## src/rtl/core/mfmp_pkg.sv

```systemverilog
// Shared constants and types for the modular Fibonacci matrix-power block.
// No dependencies.
package mfmp_pkg;
   localparam int INDEX_BITS = 63;
   localparam int CNT_W      = $clog2(INDEX_BITS);
   localparam int MOD_W      = 27;
   localparam int BIT_W      = $clog2(MOD_W);
   localparam logic [MOD_W-1:0] MODULUS = MOD_W'(100000007);

   typedef logic [MOD_W-1:0] elem_type;

   typedef enum logic [1:0] {
      ST_IDLE,
      ST_MUL,
      ST_BASE,
      ST_OUT
   } state_type;
endpackage

```

## src/rtl/core/mfmp_ifs.sv

```systemverilog
// Valid/ready channel interfaces for the request and response beats.
// Depends on mfmp_pkg.
interface mfmp_req_if import mfmp_pkg::*; ();
   logic                  valid;
   logic                  ready;
   logic [INDEX_BITS-1:0] index;
   modport source (output valid, output index, input ready);
   modport sink   (input valid, input index, output ready);
endinterface

interface mfmp_rsp_if import mfmp_pkg::*; ();
   logic     valid;
   logic     ready;
   elem_type fib_value;
   modport source (output valid, output fib_value, input ready);
   modport sink   (input valid, input fib_value, output ready);
endinterface

```

## src/rtl/core/modular_fibonacci_matrix_power.sv

```systemverilog
// Fibonacci(n+1) mod 100000007 by 2x2 matrix square-and-multiply.
// Depends on mfmp_pkg and the channel interfaces in mfmp_ifs.sv.
//
// One request beat carries an index n; one response beat returns F(n+1) mod
// 100000007 (n = 0 gives 1). The exponent is scanned MSB first over
// INDEX_BITS bits. Each bit squares the accumulator matrix with eight modular
// products on a single bit-serial multiplier (one multiplier bit per cycle),
// then, for a set bit, multiplies by [[1,1],[1,0]] using adds only in ST_BASE.
// One item is in flight at a time; the next request is taken once the result
// sits in the response register, even while that beat waits for the sink.
module modular_fibonacci_matrix_power import mfmp_pkg::*; (
   input logic        clock,
   input logic        reset,
   mfmp_req_if.sink   req_ch,
   mfmp_rsp_if.source rsp_ch
);
   state_type             state_ff, state_in;
   logic [INDEX_BITS-1:0] exp_ff;
   logic [CNT_W-1:0]      cnt_ff;
   logic [BIT_W-1:0]      bcnt_ff;
   logic [2:0]            sel_ff;
   elem_type              a11_ff, a12_ff, a21_ff, a22_ff;
   elem_type              n11_ff, n12_ff, n21_ff;
   elem_type              prod_ff, sum_ff;
   logic                  rsp_valid_ff;
   elem_type              rsp_value_ff;

   elem_type        opx, opy, prod_nx, sum_nx, b11, b12;
   logic [MOD_W:0]  dbl, dblr, add;
   logic            last_bit, last_prod, advance, load_out, accept;

   assign accept          = req_ch.valid && req_ch.ready;
   assign req_ch.ready    = (state_ff == ST_IDLE);
   assign rsp_ch.valid    = rsp_valid_ff;
   assign rsp_ch.fib_value = rsp_value_ff;

   // operand pair for entry sel[2:1], term sel[0]
   always_comb begin
      case (sel_ff)
         3'd0: begin opx = a11_ff; opy = a11_ff; end
         3'd1: begin opx = a12_ff; opy = a21_ff; end
         3'd2: begin opx = a11_ff; opy = a12_ff; end
         3'd3: begin opx = a12_ff; opy = a22_ff; end
         3'd4: begin opx = a21_ff; opy = a11_ff; end
         3'd5: begin opx = a22_ff; opy = a21_ff; end
         3'd6: begin opx = a21_ff; opy = a12_ff; end
         default: begin opx = a22_ff; opy = a22_ff; end
      endcase
   end

   // one MSB-first shift-add step: r = 2r + bit*y mod M
   always_comb begin
      dbl  = {prod_ff, 1'b0};
      dblr = (dbl >= {1'b0, MODULUS}) ? dbl - {1'b0, MODULUS} : dbl;
      add  = dblr + ((opx[BIT_W'(MOD_W-1) - bcnt_ff]) ? {1'b0, opy} : '0);
      prod_nx = (add >= {1'b0, MODULUS}) ? MOD_W'(add - {1'b0, MODULUS})
                                         : add[MOD_W-1:0];
      add  = {1'b0, sum_ff} + {1'b0, prod_nx};
      sum_nx = (!sel_ff[0]) ? prod_nx
             : ((add >= {1'b0, MODULUS}) ? MOD_W'(add - {1'b0, MODULUS})
                                         : add[MOD_W-1:0]);
      add  = {1'b0, a11_ff} + {1'b0, a21_ff};
      b11  = (add >= {1'b0, MODULUS}) ? MOD_W'(add - {1'b0, MODULUS}) : add[MOD_W-1:0];
      add  = {1'b0, a12_ff} + {1'b0, a22_ff};
      b12  = (add >= {1'b0, MODULUS}) ? MOD_W'(add - {1'b0, MODULUS}) : add[MOD_W-1:0];
   end

   always_comb begin
      state_in  = state_ff;
      last_bit  = (bcnt_ff == BIT_W'(MOD_W-1));
      last_prod = last_bit && (sel_ff == 3'd7);
      advance   = 1'b0;
      load_out  = 1'b0;
      case (state_ff)
         ST_IDLE: begin
            if (accept) state_in = ST_MUL;
         end
         ST_MUL: begin
            if (last_prod) begin
               if (exp_ff[INDEX_BITS-1]) begin
                  state_in = ST_BASE;
               end else begin
                  advance  = 1'b1;
                  state_in = (cnt_ff == '0) ? ST_OUT : ST_MUL;
               end
            end
         end
         ST_BASE: begin
            advance  = 1'b1;
            state_in = (cnt_ff == '0) ? ST_OUT : ST_MUL;
         end
         ST_OUT: begin
            if (!rsp_valid_ff || rsp_ch.ready) begin
               load_out = 1'b1;
               state_in = ST_IDLE;
            end
         end
         default: state_in = ST_IDLE;
      endcase
   end

   always_ff @(posedge clock) begin
      if (reset) state_ff <= ST_IDLE;
      else       state_ff <= state_in;
   end

   always_ff @(posedge clock) begin
      if (reset) begin
         rsp_valid_ff <= 1'b0;
      end else if (load_out) begin
         rsp_valid_ff <= 1'b1;
      end else if (rsp_ch.ready) begin
         rsp_valid_ff <= 1'b0;
      end
   end

   always_ff @(posedge clock) begin
      if (load_out) rsp_value_ff <= a11_ff;
      if (accept) begin
         exp_ff  <= req_ch.index;
         cnt_ff  <= CNT_W'(INDEX_BITS-1);
         bcnt_ff <= '0;
         sel_ff  <= '0;
         prod_ff <= '0;
         a11_ff  <= MOD_W'(1);
         a12_ff  <= '0;
         a21_ff  <= '0;
         a22_ff  <= MOD_W'(1);
      end else if (state_ff == ST_MUL) begin
         if (last_bit) begin
            bcnt_ff <= '0;
            prod_ff <= '0;
            sel_ff  <= sel_ff + 3'd1;
            sum_ff  <= sum_nx;
            case (sel_ff)
               3'd1: n11_ff <= sum_nx;
               3'd3: n12_ff <= sum_nx;
               3'd5: n21_ff <= sum_nx;
               3'd7: begin
                  a11_ff <= n11_ff;
                  a12_ff <= n12_ff;
                  a21_ff <= n21_ff;
                  a22_ff <= sum_nx;
               end
               default: ;
            endcase
         end else begin
            bcnt_ff <= bcnt_ff + BIT_W'(1);
            prod_ff <= prod_nx;
         end
      end else if (state_ff == ST_BASE) begin
         a11_ff <= b11;
         a12_ff <= b12;
         a21_ff <= a11_ff;
         a22_ff <= a12_ff;
      end
      if (advance) begin
         exp_ff <= {exp_ff[INDEX_BITS-2:0], 1'b0};
         cnt_ff <= cnt_ff - CNT_W'(1);
      end
   end

`ifndef SYNTH
   a_rsp_range: assert property (@(posedge clock) disable iff (reset)
      rsp_valid_ff |-> (rsp_value_ff < MODULUS))
      else $error("response out of range");
   a_prod_range: assert property (@(posedge clock) disable iff (reset)
      (state_ff == ST_MUL) |-> (prod_ff < MODULUS))
      else $error("partial product not reduced");
   a_start: assert property (@(posedge clock) disable iff (reset)
      accept |=> (state_ff == ST_MUL) && (cnt_ff == CNT_W'(INDEX_BITS-1)))
      else $error("accepted beat did not start");
`endif
endmodule
```

## src/flat_wrapper.sv

```systemverilog
// flat-port wrapper written by rule: the top's interface ports become plain ports
module modular_fibonacci_matrix_power_flat import mfmp_pkg::*;
  (clock, reset, req_ch_valid, req_ch_index, req_ch_ready, rsp_ch_valid, rsp_ch_fib_value, rsp_ch_ready);
  mfmp_req_if req_ch_i ();
  mfmp_rsp_if rsp_ch_i ();
  input logic clock;
  input logic reset;
  input wire logic [$bits(req_ch_i.valid)-1:0] req_ch_valid;
  input wire logic [$bits(req_ch_i.index)-1:0] req_ch_index;
  output wire logic [$bits(req_ch_i.ready)-1:0] req_ch_ready;
  output wire logic [$bits(rsp_ch_i.valid)-1:0] rsp_ch_valid;
  output wire logic [$bits(rsp_ch_i.fib_value)-1:0] rsp_ch_fib_value;
  input wire logic [$bits(rsp_ch_i.ready)-1:0] rsp_ch_ready;
  assign req_ch_i.valid = req_ch_valid;
  assign req_ch_i.index = req_ch_index;
  assign req_ch_ready = req_ch_i.ready;
  assign rsp_ch_valid = rsp_ch_i.valid;
  assign rsp_ch_fib_value = rsp_ch_i.fib_value;
  assign rsp_ch_i.ready = rsp_ch_ready;
  modular_fibonacci_matrix_power u_core (.clock(clock), .reset(reset), .req_ch(req_ch_i), .rsp_ch(rsp_ch_i));
endmodule
```

## config.mk

```make
export PLATFORM = sky130hd
export DESIGN_NAME = modular_fibonacci_matrix_power_flat
export DESIGN_NICKNAME = d
export VERILOG_FILES = /design/src/rtl/core/mfmp_pkg.sv /design/src/rtl/core/mfmp_ifs.sv /design/src/rtl/core/modular_fibonacci_matrix_power.sv /design/src/flat_wrapper.sv
export SDC_FILE = /design/constraint.sdc
export NUM_CORES = 1
export LEC_CHECK = 0
export ABC_AREA = 0
export BUFFER_PORTS_ARGS = -buffer_cell sky130_fd_sc_hd__buf_2
export CAP_MARGIN = 20
export CORE_AREA = 2 2 295 297
export CTS_BUF_LIST = sky130_fd_sc_hd__clkbuf_16
export DETAILED_ROUTE_END_ITERATION = 8
export DIE_AREA = 0 0 297 299
export HOLD_SLACK_MARGIN = 0.15
export PLACE_DENSITY = 0.45
export SYNTH_ARGS = -nofsm -noshare
export SYNTH_HDL_FRONTEND = slang
export SYNTH_SLANG_ARGS = --single-unit
```

## constraint.sdc

```tcl
create_clock -name clock -period 10.9 [get_ports clock]
set_clock_uncertainty 0.2 [all_clocks]
set_input_delay 2.18 -clock clock [delete_from_list [all_inputs] [get_ports clock]]
set_output_delay 2.18 -clock clock [all_outputs]
set_load 0.005 [all_outputs]
```

==> results.py <==
metrics = {
    "run_status": {
        "status": "finished, final reports clean",
    },
    "cts": {
        "h-tree-depth": 2,
        "cts_tree": "yes",
        "cts_buffers": 43,
        "hold_buffers": 0,
        "clk_latency_ps": 600,
        "clockBufferDepth": 3,
        "cts.clk_slew.worst_paths_ps": 60,
        "cts_sinks": 350,
        "clockRootBuffer": "clkbuf_16",
    },
    "yosys": {
        "synth_top_family_by_area": "compound AO/OA/AOI/OAI gates",
        "synth_edf_count": 203,
        "synth_cell_types": 107,
        "syn_nets": 3118,
        "netlist_area_um2": 25600,
        "synth_top_cell_area_share_pct": 23.8,
        "ys_seq_elements": 350,
        "synth.area.top_cells": "edfxtp_1, dfxtp_1, ha_1",
        "syn_area_per_cell_um2": 8.76,
        "synth_adder_area_share_pct": 6.63,
        "synth-xor-area-share_pct": 6.43,
        "yosys_warnings": 0,
        "synth-async-reset-ratio_pct": 0,
        "yosys.area_share.simple_pct": 18.3,
        "synth_top_area_cell": "edfxtp_1",
        "yosysSeqAreaShare_pct": 35.3,
        "synth_compound_area_share_pct": 24.9,
        "synth_cells": 2918,
        "muxShareOfSynthArea_pct": 4.61,
        "ys.flop_type": "edfxtp_1",
    },
    "sta": {
        "timing.fmax_ghz": 0.0962,
        "hold_viol_final": 0,
        "finalCriticalPeriod_ps": 10390,
        "fin_tns_setup_ps": 0,
        "finalCritPeriodShare_pct": 95.4,
        "worst-slew-pin-transition_ps": 1010,
        "finalMaxSlewViolations": 0,
        "slew_headroom_pct": 32.6,
        "setup_viol": 0,
    },
    "final_layout": {
        "layout.nets": 3196,
        "fillers": 8876,
        "design_area_um2": 29300,
        "final_core_util_pct": 34.1,
        "regArea_um2": 9040,
        "drive_above_1_share_pct": 13.6,
        "final_cell_mix": "nand2_1, nor2_1, a21oi_1, edfxtp_1, o21ai_0",
        "multi_input_comb_area_um2": 15800,
        "final_common_cell": "nand2_1",
        "areaGrowthSynthToFinish_pct": 14.7,
    },
    "setup_path": {
        "crit_top_cell": "a21o_1",
        "crit_required_ps": 11030,
        "critical_path.max_stage_delay_ps": 530,
        "critPathCaptureType": "register",
        "crit_fanout": 22,
        "cp.arrival_ps": 10520,
        "crit_slowest_cell": "a2111oi_4",
        "crit_path_start_kind": "register",
        "crit_type": "reg2reg",
    },
    "power_and_ir_drop": {
        "vdd_drop_max_v": 0.000109,
        "power_mw": 6.88,
        "p_leak_nw": 11.4,
        "p_per_area_nw_per_um2": 235,
    },
    "global_route": {
        "overflow": 0,
        "antenna_found_initial": 1,
        "first_global_vias": 22100,
        "grt_pass1_wl_mm": 139,
        "grt_use_total_pct": 20.0,
        "grt_max_degree": 132,
    },
    "floorplanning": {
        "die_w_um": 297,
        "core_area_um2": 85900,
        "row_count": 108,
        "dieArea_um2": 88800,
        "die_h_um": 299,
        "io_pins": 96,
        "start_util_pct": 29.8,
    },
    "detailed_routing": {
        "routed_wl_mm": 92.2,
        "ant_nets": 0,
        "vias": 23400,
        "avgViaCountPerCell": 5.59,
        "drt_iter0_markers": 2198,
        "wl_per_cell_um": 22.0,
        "drc": 0,
        "drt_first_pass_iters": 6,
    },
    "placement": {
        "place_area_um2": 27700,
        "place_congestion": 0.902,
        "dp_hpwl_mm": 68.5,
        "port_buffers": 95,
    },
    "worst_hold_path": {
        "hold_class": "reg2reg",
    },
    "flow_run": {
        "maxCapViolations": 0,
    },
}
[worst max-delay path: cells and delay by family, from the launching register on]
| family | cells | cell delay (ps) |
|---|---|---|
| buf+inv | 5 | 920 |
| simple gates | 4 | 1060 |
| flops | 1 | 360 |
| fa+ha+maj | 4 | 1400 |
| compound gates | 20 | 5540 |
| mux | 1 | 310 |
| xor+xnor | 2 | 300 |
[routing by layer]
| metal | wire length, µm | share of wire, % | track usage [%] | vias up |
|---|---|---|---|---|
| li1 | - | - | - | 11200 |
| met1 | 45400 | 49 | 29.9 | 11400 |
| met2 | 40000 | 43 | 30.6 | 704 |
| met3 | 4950 | 5.4 | 2.33 | 94 |
| met4 | 1810 | 2.0 | 4.28 | 0 |
| met5 | 0 | 0 | 0 | - |
[metrics by stage]
step / setup WS (ps) / instances / hold slack [ps]
detailed placement: 281 / 4101 / 262
global route: -23.2 / 4186 / 303
floorplan: 431 / 2918 / 237
CTS: 243 / 4181 / 272
global placement: 450 / 4101 / 250
finish: 507 / 4187 / 271
[kinds of logic after synthesis]
kind of cell / after synthesis
XOR/XNOR: 186
AND/OR/NAND/NOR: 980
AO/OA/AOI/OAI: 930
buffers and inverters: 241
adder cells (fa/ha/maj): 133
flip-flops: 350
multiplexers: 98
[sequential cells by signal (all words and copies together), names as in the netlist]
| name | count |
|---|---|
| u_core.exp_ff | 63 |
| u_core.cnt_ff | 6 |
| u_core.a11_ff | 27 |
| u_core.n11_ff | 27 |
| u_core.rsp_ch.valid | 1 |
| u_core.rsp_ch.fib_value | 27 |
| u_core.state_ff | 2 |
| u_core.a21_ff | 27 |
| u_core.sel_ff | 3 |
| u_core.n12_ff | 27 |
| u_core.prod_ff | 27 |
| u_core.a22_ff | 27 |
| u_core.bcnt_ff | 5 |
| u_core.sum_ff | 27 |
| u_core.n21_ff | 27 |
| u_core.a12_ff | 27 |
[power by group]
part / switching, mW / total, mW / internal, mW
registers: 0.274 / 1.91 / 1.64
clock network: 0.645 / 1.48 / 0.833
logic: 2.17 / 3.49 / 1.31
total: 3.09 / 6.88 / 3.79
[cell usage after synthesis, types with 32 or more instances]
library cell / count
a22oi_1: 32
a211oi_1: 56
nand3_1: 53
mux2i_1: 68
nor2_1: 257
nand2_1: 318
o21a_1: 35
and3_1: 85
inv_1: 65
o21ai_0: 177
clkbuf_1: 133
xnor2_1: 117
o211ai_1: 35
xor2_1: 67
dfxtp_1: 147
a31oi_1: 37
a21oi_1: 222
ha_1: 129
edfxtp_1: 203
a21o_1: 72
nor3_1: 68
nand4_1: 40
o22ai_1: 42
[area by class of cell]
type                       count  area share (%)
antenna                        1         0.00853
timing repair buffer         207            4.78
clock inverter                35            1.02
tap                         1155            4.93
multi-input combinational   2327            53.8
sequential                   350            30.8
clock buffer                  45            3.84
inverter                      67           0.857
[timing repair]
item                                    4_1_cts  5_1_grt
endpoints found under the setup margin        0      118
gates resized for setup                       0       26
buffers inserted                              0        2
[final timing paths]
check	start	to	slack, ps	cells past startpoint
min	u_core.exp_ff[0]	u_core.exp_ff[0]	270	2
max reg2reg	u_core.prod_ff[4]	u_core.sum_ff[14]	510	36
min reg2reg	u_core.exp_ff[0]	u_core.exp_ff[0]	270	2
max	u_core.prod_ff[4]	u_core.sum_ff[14]	510	36
No activity file was read; power rests on OpenSTA's default activity.
